**config.mk**
```make
export PLATFORM = sky130hd
export DESIGN_NAME = linear_probe_slot_allocator_unit
export DESIGN_NICKNAME = d
export VERILOG_FILES = /design/src/rtl/lpsa_pkg.sv /design/src/rtl/lpsa_divider.sv /design/src/rtl/lpsa_bitmap.sv /design/src/rtl/linear_probe_slot_allocator_unit.sv
export SDC_FILE = /design/constraint.sdc
export NUM_CORES = 1
export LEC_CHECK = 0
export BUFFER_PORTS_ARGS = -buffer_cell sky130_fd_sc_hd__buf_2
export CELL_PAD_IN_SITES_DETAIL_PLACEMENT = 0
export CELL_PAD_IN_SITES_GLOBAL_PLACEMENT = 1
export CORE_MARGIN = 4
export CORE_UTILIZATION = 55
export CTS_CLUSTER_DIAMETER = 80
export DETAILED_ROUTE_END_ITERATION = 6
export PLACE_DENSITY_LB_ADDON = 0.1
export SLEW_MARGIN = 40
export SYNTH_ARGS = -nofsm -noshare
export SYNTH_HDL_FRONTEND = slang
export SYNTH_SLANG_ARGS = --single-unit
export TNS_END_PERCENT = 1
```
**constraint.sdc**
```tcl
create_clock -name clk -period 9.7 [get_ports clk]
set_input_delay 1.94 -clock clk [delete_from_list [all_inputs] [get_ports clk]]
set_output_delay 1.94 -clock clk [all_outputs]
set_load 0.02 [all_outputs]
```
**src/rtl/lpsa_pkg.sv**
```systemverilog
`default_nettype none
package lpsa_pkg;

  localparam int MAX_SLOTS = 1024;
  localparam int SLOT_W = $clog2(MAX_SLOTS);
  localparam int SIZE_W = SLOT_W + 1;
  localparam int CFG_W = 11;
  localparam int ID_W = 31;

  // The used marks are kept as words of WORD_W slots each.
  localparam int WORD_W = 32;
  localparam int WORD_IDX_W = $clog2(WORD_W);
  localparam int ROWS = MAX_SLOTS / WORD_W;
  localparam int ROW_W = $clog2(ROWS);

  // The remainder unit retires DIV_STEP dividend bits per cycle.
  localparam int DIV_STEP = 4;
  localparam int DIV_ITERS = (ID_W + DIV_STEP - 1) / DIV_STEP;
  localparam int DIV_PAD_W = DIV_ITERS * DIV_STEP;
  localparam int DIV_CNT_W = $clog2(DIV_ITERS);

  localparam logic [CFG_W-1:0] TABLE_SIZE_RST = CFG_W'(1024);

  typedef struct packed {
    logic [ID_W-1:0] user_id;
    logic            last_of_batch;
  } req_t;

  typedef struct packed {
    logic [SLOT_W-1:0] slot;
    logic              full_res;
  } res_t;

  typedef struct packed {
    logic             rd_en;
    logic [ROW_W-1:0] rd_row;
    logic             wr_en;
    logic [ROW_W-1:0] wr_row;
    logic             clr;
  } bm_ctrl_t;

endpackage
`default_nettype wire

```
**src/rtl/lpsa_divider.sv**
```systemverilog
`default_nettype none
module lpsa_divider
  import lpsa_pkg::*;
(
  input  wire logic              clk,
  input  wire logic              rst,
  input  wire logic              start,
  input  wire logic [ID_W-1:0]   dividend,
  input  wire logic [SIZE_W-1:0] divisor,
  output logic                   done,
  output logic [SLOT_W-1:0]      rem
);

  logic                 active;
  logic [DIV_CNT_W-1:0] cnt;
  logic [DIV_PAD_W-1:0] dvd;
  logic [SIZE_W-1:0]    dsr;
  logic [SLOT_W-1:0]    rem_next;

  // Restoring remainder steps: the partial remainder stays below the divisor,
  // so one compare and subtract per bit keeps it in range.
  always_comb begin
    logic [SIZE_W-1:0] t;
    t = {1'b0, rem};
    for (int i = 0; i < DIV_STEP; i++) begin
      t = {t[SLOT_W-1:0], dvd[DIV_PAD_W-1-i]};
      if (t >= dsr) begin
        t = t - dsr;
      end
    end
    rem_next = t[SLOT_W-1:0];
  end

  always_ff @(posedge clk) begin
    if (rst) begin
      active <= 1'b0;
      done   <= 1'b0;
      cnt    <= '0;
    end else begin
      done <= 1'b0;
      if (start) begin
        active <= 1'b1;
        cnt    <= '0;
        dvd    <= DIV_PAD_W'(dividend);
        dsr    <= divisor;
        rem    <= '0;
      end else if (active) begin
        rem <= rem_next;
        dvd <= dvd << DIV_STEP;
        cnt <= cnt + 1'b1;
        if (cnt == DIV_CNT_W'(DIV_ITERS - 1)) begin
          active <= 1'b0;
          done   <= 1'b1;
        end
      end
    end
  end

endmodule
`default_nettype wire

```
**src/rtl/lpsa_bitmap.sv**
```systemverilog
`default_nettype none
module lpsa_bitmap
  import lpsa_pkg::*;
(
  input  wire logic              clk,
  input  wire logic              rst,
  input  wire bm_ctrl_t          ctrl,
  input  wire logic [WORD_W-1:0] wdata,
  output logic [WORD_W-1:0]      rdata
);

  logic [WORD_W-1:0] mem [ROWS];
  logic [WORD_W-1:0] rdata_raw;
  logic [ROWS-1:0]   row_valid;
  logic              rd_valid;

  always_ff @(posedge clk) begin
    if (ctrl.wr_en) begin
      mem[ctrl.wr_row] <= wdata;
    end
    if (ctrl.rd_en) begin
      rdata_raw <= mem[ctrl.rd_row];
    end
  end

  // A word not written since the last clear reads as all free.
  always_ff @(posedge clk) begin
    if (rst) begin
      row_valid <= '0;
      rd_valid  <= 1'b0;
    end else begin
      if (ctrl.rd_en) begin
        rd_valid <= row_valid[ctrl.rd_row];
      end
      if (ctrl.clr) begin
        row_valid <= '0;
      end else if (ctrl.wr_en) begin
        row_valid[ctrl.wr_row] <= 1'b1;
      end
    end
  end

  assign rdata = rd_valid ? rdata_raw : '0;

endmodule
`default_nettype wire

```
**src/rtl/linear_probe_slot_allocator_unit.sv**
```systemverilog
// Linear-probing slot allocator.
// An item is accepted when start is high and busy is low; req carries the
// requester id and the last-of-batch flag. The home slot is the id modulo the
// table size, and the first free slot at or above it (wrapping) is marked used.
// The result appears on res, marked by done for exactly one cycle; the
// receiver takes it in that cycle and cannot stall it. busy stays high from
// acceptance until the cycle that done is shown, so items are handled one at
// a time.
// Steps: the remainder unit retires 4 id bits a cycle; the remainder is then
// handed to the search, and each 32-slot word of the bitmap takes a memory
// read, then a search. Each further word visited adds one more read and
// search, up to a full table of 1024 slots. The next item can be accepted
// at the edge that takes the result.
// The table size is written through cfg_valid/cfg_data, always ready; it
// must only change while no item is in flight.
// Reset sets the table size to 1024 and marks every slot free at once; the
// same clear follows an item with last_of_batch set.
`default_nettype none
module linear_probe_slot_allocator_unit
  import lpsa_pkg::*;
(
  input  wire logic             clk,
  input  wire logic             rst,
  input  wire logic             start,
  output logic                  busy,
  input  wire req_t             req,
  output logic                  done,
  output res_t                  res,
  input  wire logic             cfg_valid,
  output logic                  cfg_ready,
  input  wire logic [CFG_W-1:0] cfg_data
);

  typedef enum logic [1:0] {
    ST_IDLE,
    ST_DIVIDE,
    ST_READ,
    ST_CHECK
  } state_t;

  state_t              state;
  logic [CFG_W-1:0]    table_size;
  logic [SIZE_W-1:0]   eff_size;
  logic [SIZE_W-1:0]   size_q;
  logic                last_q;
  logic [ROW_W-1:0]    home_row;
  logic [ROW_W-1:0]    row;
  logic [WORD_IDX_W-1:0] home_off;
  logic                first;
  logic                wrapped;

  logic                div_done;
  logic [SLOT_W-1:0]   div_rem;
  logic                accept;

  bm_ctrl_t            bm_ctrl;
  logic [WORD_W-1:0]   bm_rdata;
  logic [WORD_W-1:0]   bm_wdata;

  logic [WORD_W-1:0]     free_bits;
  logic                  found;
  logic [WORD_IDX_W-1:0] pick;
  logic [SIZE_W-1:0]     next_start;
  logic                  wrap_now;
  logic                  give_up;

  assign accept    = start && !busy;
  assign busy      = (state != ST_IDLE);
  assign cfg_ready = 1'b1;

  always_comb begin
    eff_size = SIZE_W'(table_size);
    if (table_size == '0) begin
      eff_size = SIZE_W'(1);
    end else if (32'(table_size) > 32'(MAX_SLOTS)) begin
      eff_size = SIZE_W'(MAX_SLOTS);
    end
  end

  lpsa_divider u_div (
    .clk      (clk),
    .rst      (rst),
    .start    (accept),
    .dividend (req.user_id),
    .divisor  (eff_size),
    .done     (div_done),
    .rem      (div_rem)
  );

  // Search of the word just read: on the first visit only bits from the home
  // offset up count, and slots at or beyond the table size never count.
  always_comb begin
    for (int b = 0; b < WORD_W; b++) begin
      free_bits[b] = !bm_rdata[b]
                     && ({1'b0, row, WORD_IDX_W'(b)} < size_q)
                     && (!first || (WORD_IDX_W'(b) >= home_off));
    end
    found = |free_bits;
    pick  = '0;
    for (int b = WORD_W - 1; b >= 0; b--) begin
      if (free_bits[b]) begin
        pick = WORD_IDX_W'(b);
      end
    end
    next_start = {({1'b0, row} + 1'b1), {WORD_IDX_W{1'b0}}};
    wrap_now   = (next_start >= size_q);
    // Back at the home word after wrapping: every slot has been seen.
    give_up    = wrapped && (row == home_row);
  end

  always_comb begin
    bm_ctrl.rd_en  = (state == ST_READ);
    bm_ctrl.rd_row = row;
    bm_ctrl.wr_en  = (state == ST_CHECK) && found;
    bm_ctrl.wr_row = row;
    bm_ctrl.clr    = (state == ST_CHECK) && (found || give_up) && last_q;
    bm_wdata       = bm_rdata | (WORD_W'(1) << pick);
  end

  lpsa_bitmap u_bitmap (
    .clk   (clk),
    .rst   (rst),
    .ctrl  (bm_ctrl),
    .wdata (bm_wdata),
    .rdata (bm_rdata)
  );

  always_ff @(posedge clk) begin
    if (rst) begin
      state      <= ST_IDLE;
      done       <= 1'b0;
      table_size <= TABLE_SIZE_RST;
    end else begin
      done <= 1'b0;
      if (cfg_valid && cfg_ready) begin
        table_size <= cfg_data;
      end
      unique case (state)
        ST_IDLE: begin
          if (accept) begin
            size_q <= eff_size;
            last_q <= req.last_of_batch;
            state  <= ST_DIVIDE;
          end
        end
        ST_DIVIDE: begin
          if (div_done) begin
            home_row <= div_rem[SLOT_W-1:WORD_IDX_W];
            row      <= div_rem[SLOT_W-1:WORD_IDX_W];
            home_off <= div_rem[WORD_IDX_W-1:0];
            first    <= 1'b1;
            wrapped  <= 1'b0;
            state    <= ST_READ;
          end
        end
        ST_READ: begin
          state <= ST_CHECK;
        end
        ST_CHECK: begin
          if (found) begin
            res.slot     <= {row, pick};
            res.full_res <= 1'b0;
            done         <= 1'b1;
            state        <= ST_IDLE;
          end else if (give_up) begin
            res.slot     <= '0;
            res.full_res <= 1'b1;
            done         <= 1'b1;
            state        <= ST_IDLE;
          end else begin
            first <= 1'b0;
            if (wrap_now) begin
              row     <= '0;
              wrapped <= 1'b1;
            end else begin
              row <= row + 1'b1;
            end
            state <= ST_READ;
          end
        end
        default: state <= ST_IDLE;
      endcase
    end
  end

  a_done_from_check: assert property (@(posedge clk) disable iff (rst)
    done |-> $past(state == ST_CHECK))
    else $error("result shown without a finished search");

  a_full_slot_zero: assert property (@(posedge clk) disable iff (rst)
    done && res.full_res |-> res.slot == '0)
    else $error("full result carries a nonzero slot");

  a_slot_in_table: assert property (@(posedge clk) disable iff (rst)
    done && !res.full_res |-> {1'b0, res.slot} < size_q)
    else $error("allocated slot lies outside the table");

  a_accept_busy: assert property (@(posedge clk) disable iff (rst)
    accept |=> busy && !done)
    else $error("accepted item did not make the block busy");

  a_write_found: assert property (@(posedge clk) disable iff (rst)
    bm_ctrl.wr_en |=> done && !res.full_res)
    else $error("bitmap written without an allocation result");

endmodule
`default_nettype wire
```
======== After elaboration in Yosys (flattened, before gate mapping) ========
Memory sizes are Yosys's and may differ from the RTL's. A register that Yosys moved wholly into a read port is not among the register bits.
Index checks and enable logic that the tools add are counted.
cells by class
  $mul .................................... 0
  reductions and logical operators ........ 156
  magnitude comparators ................... 72
  div/mod/pow operators ................... 0
  bitwise gates (word level) .............. 5
  $add $sub $neg .......................... 7
  equal/unequal tests ..................... 10
  shift-type cells ........................ 1
  mux-type cells .......................... 75
operators by type and width
  operator                count
  $lt A10 B11 Y1          32
  $mux W5                 36
  $ge A5 B5 Y1 const A    16
  $logic_and A1 B1 Y1     70
  $mux W32                2
  $or A32 B32 Y32         2
  $ge A11 B11 Y1          5
  $mux W10                5
  $mux W11                4
  $ge A4 B5 Y1 const A    8
  $sub A10 B10 Y10        4
  $logic_not A1 Y1        34
  $logic_or A1 B1 Y1      33
  $reduce_or A32 Y1       1
  $shl A1 B5 Y32 const A  1
  $mux W31                1
  $ge A3 B5 Y1 const A    4
  $mux W1                 17
  $gt A11 B11 Y1 const B  1
  $logic_not A11 Y1       1
  $ge A1 B5 Y1 const A    2
  $ge A2 B5 Y1 const A    2
  $pmux W5 S2             1
  $reduce_and A3 Y1       3
  other kinds (24)        41
storage, ports and cells
  bits in read-only memories .............. 0
  bits in latches ......................... 0
  logic and storage cells ................. 348
  register bits after elaboration ......... 145
  bits of input ports ..................... 47
  memories ................................ 1
  bits in writable memories ............... 1024
  output and inout port bits .............. 14
memory list
  name          words  width  read ports  clocked after Yosys merged registers in  write ports  line               source
  u_bitmap.mem  32     32     1           1                                        1            lpsa_bitmap.sv:12  logic [WORD_W-1:0] mem [ROWS];

======== Longest topological paths before layout ========
Gate-level depths: netlist (run 1).
  depth after elaboration ................. 38
  depth in mapped cells ................... 42

======== Cells and area by module ========
A second synthesis (run 1) with hierarchy kept.
second synthesis, totals
  cells, all modules ...................... 2621
  area, all modules ....................... 50284.5 sq um
by module, submodules not included
  module                            seq. area each (sq um)  cells each  instances  area each (sq um)
  lpsa_bitmap                       32371.0                 1677        1          41307.1
  lpsa_divider                      1691.6                  452         1          4584.4
  linear_probe_slot_allocator_unit  1481.4                  492         1          4393.0

======== Worst setup path after synthesis (run 1) ========
Ideal clock, no wire load.
  kind .................................... register to register
  start point ............................. reg u_div.dsr[1]
  end point ............................... reg u_div.rem[8] (data pin)
  setup slack ............................. 0.982 ns
  buffers on the path ..................... 3
  setup time .............................. 0.195 ns
  data required time ...................... 9.505 ns
  arrival ................................. 8.523 ns
  stages on the path, launching flop included .. 40
  path through ............................ edfxtp_1 > inv_1 > ha_1 > nor2b_1 > o21ai_0 > a21boi_1 > o21ai_0 > a2111oi_1 > o21ai_2 > mux2_2 > inv_1 > ha_1 > nor2b_1 > o21a_1 > o21ai_1 > a211oi_1 > o311a_1 > nand2b_1 > [... 4 more ...] > nor3_1 > or4_1 > a211oi_1 > or2_0 > clkbuf_1 > a21oi_1 > inv_1 > ha_1 > nor2b_1 > o21a_1 > o21ai_0 > a21oi_1 > o31a_1 > o211a_1 > o22ai_1 > clkbuf_1 > nand4_1 > o311ai_0
between the ends
  cells in the longest elaborated chain, start to end .. 9
RTL lines
  item                                                line                                    source
  start: declaration                                  lpsa_divider.sv:17                      logic [SIZE_W-1:0] dsr;
  start signal: assignment                            lpsa_divider.sv:45                      dsr <= divisor;
  $sub A10 B10 Y10 or $ge A11 B11 Y1 (tied branches)  lpsa_divider.sv:28, lpsa_divider.sv:27
  $mux W10                                            lpsa_divider.sv:27                      if (t >= dsr) begin
  $sub A10 B10 Y10 or $ge A11 B11 Y1 (tied branches)  lpsa_divider.sv:28, lpsa_divider.sv:27
  $mux W10                                            lpsa_divider.sv:27
  $sub A10 B10 Y10 or $ge A11 B11 Y1 (tied branches)  lpsa_divider.sv:28, lpsa_divider.sv:27
  $mux W10                                            lpsa_divider.sv:27
  $sub A10 B10 Y10 or $ge A11 B11 Y1 (tied branches)  lpsa_divider.sv:28, lpsa_divider.sv:27
  $mux W10 (*)                                        lpsa_divider.sv:27
  $mux W10 (*)                                        lpsa_divider.sv:47                      end else if (active) begin
  end signal: assignment                              lpsa_divider.sv:48                      rem <= rem_next;
  end: declaration                                    lpsa_divider.sv:11                      output logic [SLOT_W-1:0] rem
Mark *: on every way between the ends. The rest lies on a longest branch, timed or not. The select of a mux whose other input is x is not followed.
A chain may end at the register's enable or synchronous reset.

======== Final worst setup path (run 1) ========
  start point ............................. reg u_div.rem[0]
  end point ............................... reg u_div.rem[8] (data pin)
between the ends
  cells in the longest elaborated chain, start to end .. 9
RTL lines
  item                                                line
  $sub A10 B10 Y10 or $ge A11 B11 Y1 (tied branches)  lpsa_divider.sv:28, lpsa_divider.sv:27
  $mux W10 (*)                                        lpsa_divider.sv:27
  $sub A10 B10 Y10 or $ge A11 B11 Y1 (tied branches)  lpsa_divider.sv:28, lpsa_divider.sv:27
  $mux W10 (*)                                        lpsa_divider.sv:27
  $sub A10 B10 Y10 or $ge A11 B11 Y1 (tied branches)  lpsa_divider.sv:28, lpsa_divider.sv:27
  $mux W10 (*)                                        lpsa_divider.sv:27
  $sub A10 B10 Y10 or $ge A11 B11 Y1 (tied branches)  lpsa_divider.sv:28, lpsa_divider.sv:27
  $mux W10 (*)                                        lpsa_divider.sv:27
  $mux W10 (*)                                        lpsa_divider.sv:47
Marked as above.

==> summary.md, run 1 <==
| Metric | Value |
|---|---|
| Outcome | `complete, but fails checks` |
| Violated checks | `design-rule violations` |
| Number of global-route vias before repair | `27400` |
| CTS root buffer | `clkbuf_16` |
| Initial antenna violation count | `5` |
| Reg clk slew, reported paths | `60 ps` |
| Setup violators final | `0` |
| DRC | `5` |
| Clock sink total | `1201` |
| Highest achievable clock rate | `114 MHz` |
| Initial DRC count | `3993` |
| Top-area cell type share of the netlist area | `69.7%` |
| Vias | `27800` |
| Port Buf Inserts | `59` |
| Fin nets | `2987` |
| Post-Syn Area per Cell | `18.2 sq um` |
| Post-Route WL | `141000 microns` |
| All-Layer GR Usage | `30.1%` |
| P_leak | `0.0181 uW` |
| Setup Buffers After CTS | `0` |
| RSZ-0062 raised after global routing | `no` |
| Maximum root-to-sink buffer count | `3` |
| Final hold vios | `0` |
| Worst slew margin | `38.8%` |
| Async SR Flop Fraction | `0%` |
| CP Class | `flop to flop` |
| CTS tree | `built` |
| Area of the die | `0.0949 sq mm` |
| End-of-flow core utilization | `63.0%` |
| Crit-path most repeated cell | `ha_1` |
| Critical path fanouts, max | `10` |
| Seq cells post-synth | `1201` |
| Pre-antenna DRT Iters | `7` |
| Post-synth EDFFs | `1149` |
| Antenna-violating nets left | `0` |
| Post-Synthesis Net Count | `2838` |
| Post-Syn Area | `0.0495 sq mm` |
| Multi-input logic area | `0.0137 sq mm` |
| Pwr/cell area | `243 mW/mm^2` |
| HP Class | `flop to flop` |
| CP top delay family | `compound AO/OA/AOI/OAI gates` |
| Mapped Cells | `2725` |
| Hold-fix buffers at CTS | `0` |
| Vias/cell | `6.71` |
| Fin cells | `4143` |
| Dpl hpwl | `77100 microns` |
| Sequential area share after synthesis | `71.8%` |
| H-tree depth | `3` |
| Area Overhead vs Synth | `13.0%` |
| Synth area leaders | `edfxtp_1 70%, mux4_2 12%, dfxtp_1 2.1%` |
| Measured slew at the worst slew-check pin | `919 ps` |
| Die height | `308 microns` |
| Total Power | `13600 uW` |
| Core Box Area | `0.0889 sq mm` |
| First-pass GRT wire length | `201000 microns` |
| Crit path launch type | `flop` |
| Final Max Tran Viols | `0` |
| Clk_lat worst skew | `740 ps` |
| Setup TNS | `0 ps` |
| Gpl congestion | `0.914` |
| Cell variety after synth | `106` |
| Max stage delay on crit path | `460 ps` |
| Maximum VDD drop | `0.000454 V` |
| CTS buffer count | `119` |
| CP Buf/Inv Count | `3` |
| Grt ovf | `0` |
| Fillers | `6236` |
| Ports | `61` |
| Crit path capture type | `flop` |
| Routed len/inst | `34.0 microns` |
| Clock tree skew after final layout | `55.8 ps` |
| Ys Warns | `0` |
| Hold_ws | `459 ps` |
| Critical path's slowest cell | `edfxtp_1` |
| Worst Path Required | `10200 ps` |
| Primary FF master, synth | `edfxtp_1` |
| Die width | `308 microns` |
| Max-cap violations | `0` |
| Reg area | `0.0355 sq mm` |
| Synth area leader | `edfxtp_1` |
| Min Tclk post-route | `8810 ps` |
| Crit path DAT | `9310 ps` |
| Fraction of layout cells with a size suffix above 1 | `24.5%` |
| Final period util | `90.8%` |
| Cell Count Post-Placement | `3916` |
| Pin count of the biggest net entering global routing | `87` |
| # rows | `109` |
| Initial Util | `55.7%` |
-- repair_timing --
action | in CTS | in global routing
setup endpoints to repair | 0 | 10
resized for setup | 0 | 5
hold endpoints to repair | 0 | 0
-- layout make-up --
cell class | instances | area share [%]
tap | 1165 | 2.60
clock buffer | 155 | 5.65
multi-input combinational | 1321 | 24.4
inverter | 62 | 0.416
timing repair buffer | 169 | 2.29
antenna | 1 | 0.00447
clock inverter | 69 | 1.13
sequential | 1201 | 63.5
-- where the power goes --
part | total (uW) | internal, uW | switching, uW
Sequential | 5780 | 5730 | 53.8
Clock | 4460 | 2520 | 1950
Combinational | 3360 | 1400 | 1960
-- state kept, by name, indices dropped and copies added, names as in the netlist, 2 cells and up --
signal / flops
u_bitmap.mem: 1024
u_bitmap.rdata_raw: 32
u_bitmap.row_valid: 32
u_div.dvd: 32
res: 11
size_q: 11
table_size: 11
u_div.dsr: 11
u_div.rem: 10
home_off: 5
home_row: 5
row: 5
u_div.cnt: 3
state: 2
-- worst register-to-register path, delay by kind of cell (launching register included) --
family	cells	cell delay, ps
buf+inv	3	380
mux	1	410
compound gates	19	4360
simple gates	9	1850
flops	1	460
fa+ha+maj	4	1180
-- path summary, 6_finish.rpt --
kind,cells after the start,start,endpoint,slack (ps)
setup / recovery,36,u_div.rem[0],u_div.rem[8],890
hold / removal,1,u_bitmap.row_valid[7],u_bitmap.row_valid[7],460
setup reg to reg,36,u_div.rem[0],u_div.rem[8],890
hold reg to reg,1,u_bitmap.row_valid[7],u_bitmap.row_valid[7],460
-- cell families after synthesis --
kind of cell | Yosys count | share of synthesized area [%]
buf+inv | 203 | 1.73
fa+ha+maj | 66 | 1.73
xor+xnor | 35 | 0.619
simple gates | 492 | 5.06
mux | 290 | 12.6
other cells | 1 | 0.00757
flops | 1201 | 71.8
compound gates | 437 | 6.55
-- synth_stat cells (7+ instances only) --
cell	number
mux4_2	264
a31oi_1	8
nor2_1	104
nor2b_1	27
inv_1	59
o211ai_1	12
dfxtp_1	52
o41ai_1	7
xor2_1	15
a21o_1	17
buf_1	26
nor3_1	26
buf_6	9
nand2b_1	10
clkbuf_1	92
a211oi_1	16
and2_1	10
mux2_2	9
o41ai_2	7
o22ai_1	7
nand3b_1	10
nand4_1	47
o21a_1	44
nand2_1	159
ha_1	62
a22oi_1	132
edfxtp_1	1149
or3_1	7
buf_2	10
and3_1	13
a32o_1	7
a21oi_1	56
mux2i_1	17
o31ai_1	9
o21ai_0	46
xnor2_1	20
nand3_1	35
-- cells in the final DEF (no fill, tap or decap), types with 20 or more instances in the layout --
cell,count
edfxtp_1,1149
mux4_2,264
nand2_1,157
a22oi_1,132
clkbuf_16,121
buf_4,83
nor2_1,66
ha_1,62
inv_1,59
buf_2,59
a21oi_1,55
dfxtp_1,51
nand4_1,47
o21a_1,44
o21ai_0,43
nand3_1,35
nor2_4,35
clkbuf_1,33
nor2b_1,26
clkinv_1,26
nor3_1,24
buf_6,21
xnor2_1,20
-- metal layers --
metal	global-route usage [%]	vias to the layer above	routed length (microns)
met5	0	-	11
met4	9.26	2	4530
met3	5.34	251	13200
met2	46.5	1496	65800
met1	44.5	14600	57300
li1	-	11500	-
-- per-stage QoR --
stage	setup WS (ps)	cell area [sq um]
3_5_place_dp	335	52100
6_report	890	56000
4_1_cts	276	55900
5_1_grt	145	56000
2_1_floorplan	982	49500
3_3_place_gp	379	51900
Note: power is estimated with default switching activity, not from simulation.
==> run 2, diff against run 1 <==
Settings changed: ABC_AREA set to 1, CORE_UTILIZATION 55 to 52.
==> run 2 against run 1 <==
  * The flow now finishes without violations
  * Clock-buffer cell count fell by 1
  * Synthesized cell count rose by 46%
  * Synthesized area rose by 0.15%
  * Sequential power rose by 3%
  * Clock power rose by 2%
  * Sequential share of layout area fell by 0.17 points
  * Total power rose by 4.7%
  * Via count rose by 17%
  * Global-route usage fell by 2.2 points
  * Setup slack improved by 54 ps
==> summary.md, run 2 <==
| Metric | Value |
|---|---|
| Post-Syn Area | `0.0496 sq mm (was 0.0495 sq mm)` |
| Area after DPL | `0.0522 sq mm (was 0.0521 sq mm)` |
| Initial DRC count | `3711 (was 3993)` |
| Crit path launch type | `flop (unchanged)` |
| Die width | `317 microns (was 308 microns)` |
| Vias/cell | `6.02 (was 6.71)` |
| Initial Util | `52.3% (was 55.7%)` |
| Synth area leaders | `edfxtp_1 70%, o21ai_0 6.2%, nor2_1 4.9% (was edfxtp_1 70%, mux4_2 12%, dfxtp_1 2.1%)` |
| Setup TNS | `0 ps (unchanged)` |
| Routed len/inst | `26.1 microns (was 34.0 microns)` |
| Setup WS post-layout | `943 ps (was 890 ps)` |
| Crit path capture type | `flop (unchanged)` |
| Final Max Tran Viols | `0 (unchanged)` |
| Int Pwr | `9960 uW (was 9640 uW)` |
| Seq cells post-synth | `1201 (unchanged)` |
| RSZ-0062 raised after global routing | `no (unchanged)` |
| Most frequent cells in the layout | `1149 x edfxtp_1, 611 x nor2_1, 604 x o21ai_0 (was 1149 x edfxtp_1, 264 x mux4_2, 157 x nand2_1)` |
| Count leader, synth | `edfxtp_1 (unchanged)` |
| Die height | `317 microns (was 308 microns)` |
| Dpl hpwl | `80100 microns (was 77100 microns)` |
| Sequential area share after synthesis | `71.6% (was 71.8%)` |
| Highest achievable clock rate | `114 MHz (about the same)` |
| Final Cell Area | `0.0561 sq mm (was 0.0560 sq mm)` |
| Sw Share | `30.1% (was 29.1%)` |
| H-tree depth | `3 (unchanged)` |
| CP top delay family | `compound AO/OA/AOI/OAI gates (unchanged)` |
| Setup violators final | `0 (unchanged)` |
| HP Class | `flop to flop (unchanged)` |
| Inserted Diodes | `0 (was 1)` |
| Post-synth EDFFs | `1149 (unchanged)` |
| Clock tree skew after final layout | `53.2 ps (was 55.8 ps)` |
| Async SR Flop Fraction | `0% (unchanged)` |
| Synth area leader | `edfxtp_1 (unchanged)` |
| Max stage delay on crit path | `420 ps (was 460 ps)` |
| Clock sink total | `1201 (unchanged)` |
| Crit-path most repeated cell | `nand2_1 (was ha_1)` |
| Max FFs per register | `1024 (unchanged)` |
| Worst setup path startpoint | `u_div.rem[1] (was u_div.rem[0])` |
| Hold-fix buffers at CTS | `0 (unchanged)` |
| Ports | `61 (unchanged)` |
| Reg clk slew, reported paths | `60 ps (about the same)` |
| Area of the die | `0.100 sq mm (was 0.0949 sq mm)` |
| Initial antenna violation count | `3 (was 5)` |
| Reg2reg setup slack | `940 ps (was 890 ps)` |
| Area Overhead vs Synth | `13.2% (was 13.0%)` |
| CTS buffer count | `120 (was 119)` |
| Critical path fanouts, max | `17 (was 10)` |
| Worst Path Required | `10120 ps (was 10200 ps)` |
| Worst r2r src | `u_div.rem[1] (was u_div.rem[0])` |
| Pre-antenna DRT Iters | `6 (was 7)` |
| Antenna-violating nets left | `0 (unchanged)` |
| Maximum VDD drop | `0.000354 V (was 0.000454 V)` |
| Ys Warns | `0 (unchanged)` |
| Fillers | `7726 (was 6236)` |
| CTS tree | `built (unchanged)` |
| Fraction of layout cells with a size suffix above 1 | `11.3% (was 24.5%)` |
| P_leak | `0.0196 uW (was 0.0181 uW)` |
| Final hold vios | `0 (unchanged)` |
| Pwr/cell area | `254 mW/mm^2 (was 243 mW/mm^2)` |
| Number of global-route vias before repair | `30300 (was 27400)` |
| # rows | `113 (was 109)` |
| Top-area cell type share of the netlist area | `69.6% (was 69.7%)` |
| Measured slew at the worst slew-check pin | `879 ps (was 919 ps)` |
| Hold endpoint | `home_off[3] (was u_bitmap.row_valid[7])` |
| Worst r2r path cells | `58 (was 36)` |
| Pin count of the biggest net entering global routing | `190 (was 87)` |
| Hold Path Stages | `0 (was 1)` |
| Register bank with the most flops | `u_bitmap.mem (unchanged)` |
| Worst slew margin | `41.3% (was 38.8%)` |
| Placement Setup Slack | `564 ps (was 335 ps)` |
| R2r endpoint | `u_div.rem[6] (was u_div.rem[8])` |
| Gate power share | `26.4% (was 24.7%)` |
| DRC | `0 (was 5)` |
| CP Buf/Inv Count | `9 (was 3)` |
| CP Class | `flop to flop (unchanged)` |
| First-pass GRT wire length | `205000 microns (was 201000 microns)` |
| Critical path's slowest cell | `edfxtp_1 (unchanged)` |
| Max-cap violations | `0 (unchanged)` |
| Primary FF master, synth | `edfxtp_1 (unchanged)` |
| Post-Route WL | `141000 microns (about the same)` |
| Net Sw Power | `4280 uW (was 3960 uW)` |
| Mapped Cells | `3979 (was 2725)` |
| Total Power | `14200 uW (was 13600 uW)` |
| Gpl congestion | `0.932 (was 0.914)` |
| Post-Synthesis Net Count | `4092 (was 2838)` |
| Grt ovf | `0 (unchanged)` |
| Share of total power in sequential cells | `41.7% (was 42.5%)` |
| Fin nets | `4159 (was 2987)` |
| Synth top cells by count | `1149 x edfxtp_1, 650 x nor2_1, 616 x o21ai_0, 323 x nand2_1, 259 x o22ai_1 (was 1149 x edfxtp_1, 264 x mux4_2, 159 x nand2_1, 132 x a22oi_1, 104 x nor2_1)` |
| Clk_lat worst skew | `710 ps (was 740 ps)` |
| Crit path DAT | `9170 ps (was 9310 ps)` |
| All-Layer GR Usage | `27.9% (was 30.1%)` |
| Cell variety after synth | `58 (was 106)` |
| Worst Hold Launch | `u_div.rem[3] (was u_bitmap.row_valid[7])` |
| Port Buf Inserts | `59 (unchanged)` |
| Core Box Area | `0.0949 sq mm (was 0.0889 sq mm)` |
| Commonest non-fill, non-tap cell in the layout | `edfxtp_1 (unchanged)` |
| Clock power share | `31.9% (was 32.8%)` |
| Final period util | `90.3% (was 90.8%)` |
| Min Tclk post-route | `8760 ps (was 8810 ps)` |
| Maximum root-to-sink buffer count | `3 (unchanged)` |
| CTS root buffer | `clkbuf_16 (unchanged)` |
| Outcome | `finished, final reports clean (was complete, but fails checks)` |
| Vias | `32600 (was 27800)` |
| Post-Syn Area per Cell | `12.5 sq um (was 18.2 sq um)` |
run 2: cell types whose count changed after synthesis, moves of 131 or more:
cell     previous run  this run
a22oi_1           132         1
mux4_2            264         0
nand2_1           159       323
nor2_1            104       650
o21ai_0            46       616
o22ai_1             7       259
run 2: worst max path at each step:
stage | slack, ps | cells after the start | to
detailed placement | 560 | 59 | u_div.rem[5]
global route | 70 | 57 | u_div.rem[6]
floorplan | 1170 | 60 | u_div.rem[0]
CTS | 530 | 59 | u_div.rem[5]
finish | 940 | 58 | u_div.rem[6]
global placement | 610 | 56 | u_div.rem[5]
run 2: layout make-up:
class / count / area (sq um) / area share, %
Multi-Input combinational cell: 2363 / 13000 / 23.2
Tap cell: 1265 / 1580 / 2.82
Inverter: 181 / 699 / 1.25
Sequential cell: 1201 / 35500 / 63.3
Timing Repair Buffer: 179 / 1430 / 2.55
Clock inverter: 68 / 609 / 1.09
Clock buffer: 154 / 3230 / 5.76
run 2: timing repair:
item / 4_1_cts / 5_1_grt
buffers inserted: 0 / 1
gates resized for setup: 0 / 13
endpoints found under the setup margin: 0 / 10
run 2: power groups by stage:
stage | registers (uW) | logic (uW) | clock network [uW]
finish | 5940 | 3760 | 4540
global placement | 6050 | 3700 | 0
floorplan | 6030 | 2520 | 0
global route | 5950 | 4280 | 4820
CTS | 5940 | 3710 | 4590
detailed placement | 6050 | 3700 | 0
run 2: logic make-up (layout without fill, tap and decap cells):
logic type	count (synthesis)	count (layout)	synth area share [%]
buf+inv	415	582	3.16
compound gates	1186	1186	14.2
other cells	1	1	0.00756
xor+xnor	36	36	0.636
fa+ha+maj	66	66	1.73
simple gates	1073	1073	8.61
mux	1	1	0.0227
flops	1201	1201	71.6
run 2: per-stage QoR:
| step | instances | util, % | hold slack [ps] |
|---|---|---|---|
| 6_report | 5411 | 59.2 | 456 |
| 5_1_grt | 5411 | 59.2 | 478 |
| 4_1_cts | 5409 | 59.1 | 458 |
| 3_5_place_dp | 5187 | 55.0 | 452 |
| 3_3_place_gp | 5173 | 54.6 | 446 |
| 2_1_floorplan | 3979 | - | 436 |
run 2: metal layers:
| metal | wire (microns) | vias up | track usage, % |
|---|---|---|---|
| li1 | - | 14800 | - |
| met1 | 59800 | 16200 | 40.2 |
| met2 | 66400 | 1290 | 44.8 |
| met3 | 10700 | 233 | 3.78 |
| met4 | 4080 | 0 | 8.44 |
| met5 | 0 | - | 0 |
run 2: worst register-to-register path, delay by kind of cell (launching register included):
kind,cells,cell delay [ps]
AOI/OAI and AO/OA,22,3400
and+or+nand+nor,22,2070
adders and majority gates,4,1390
buffers and inverters,9,830
DFF,1,420
muxes,1,400
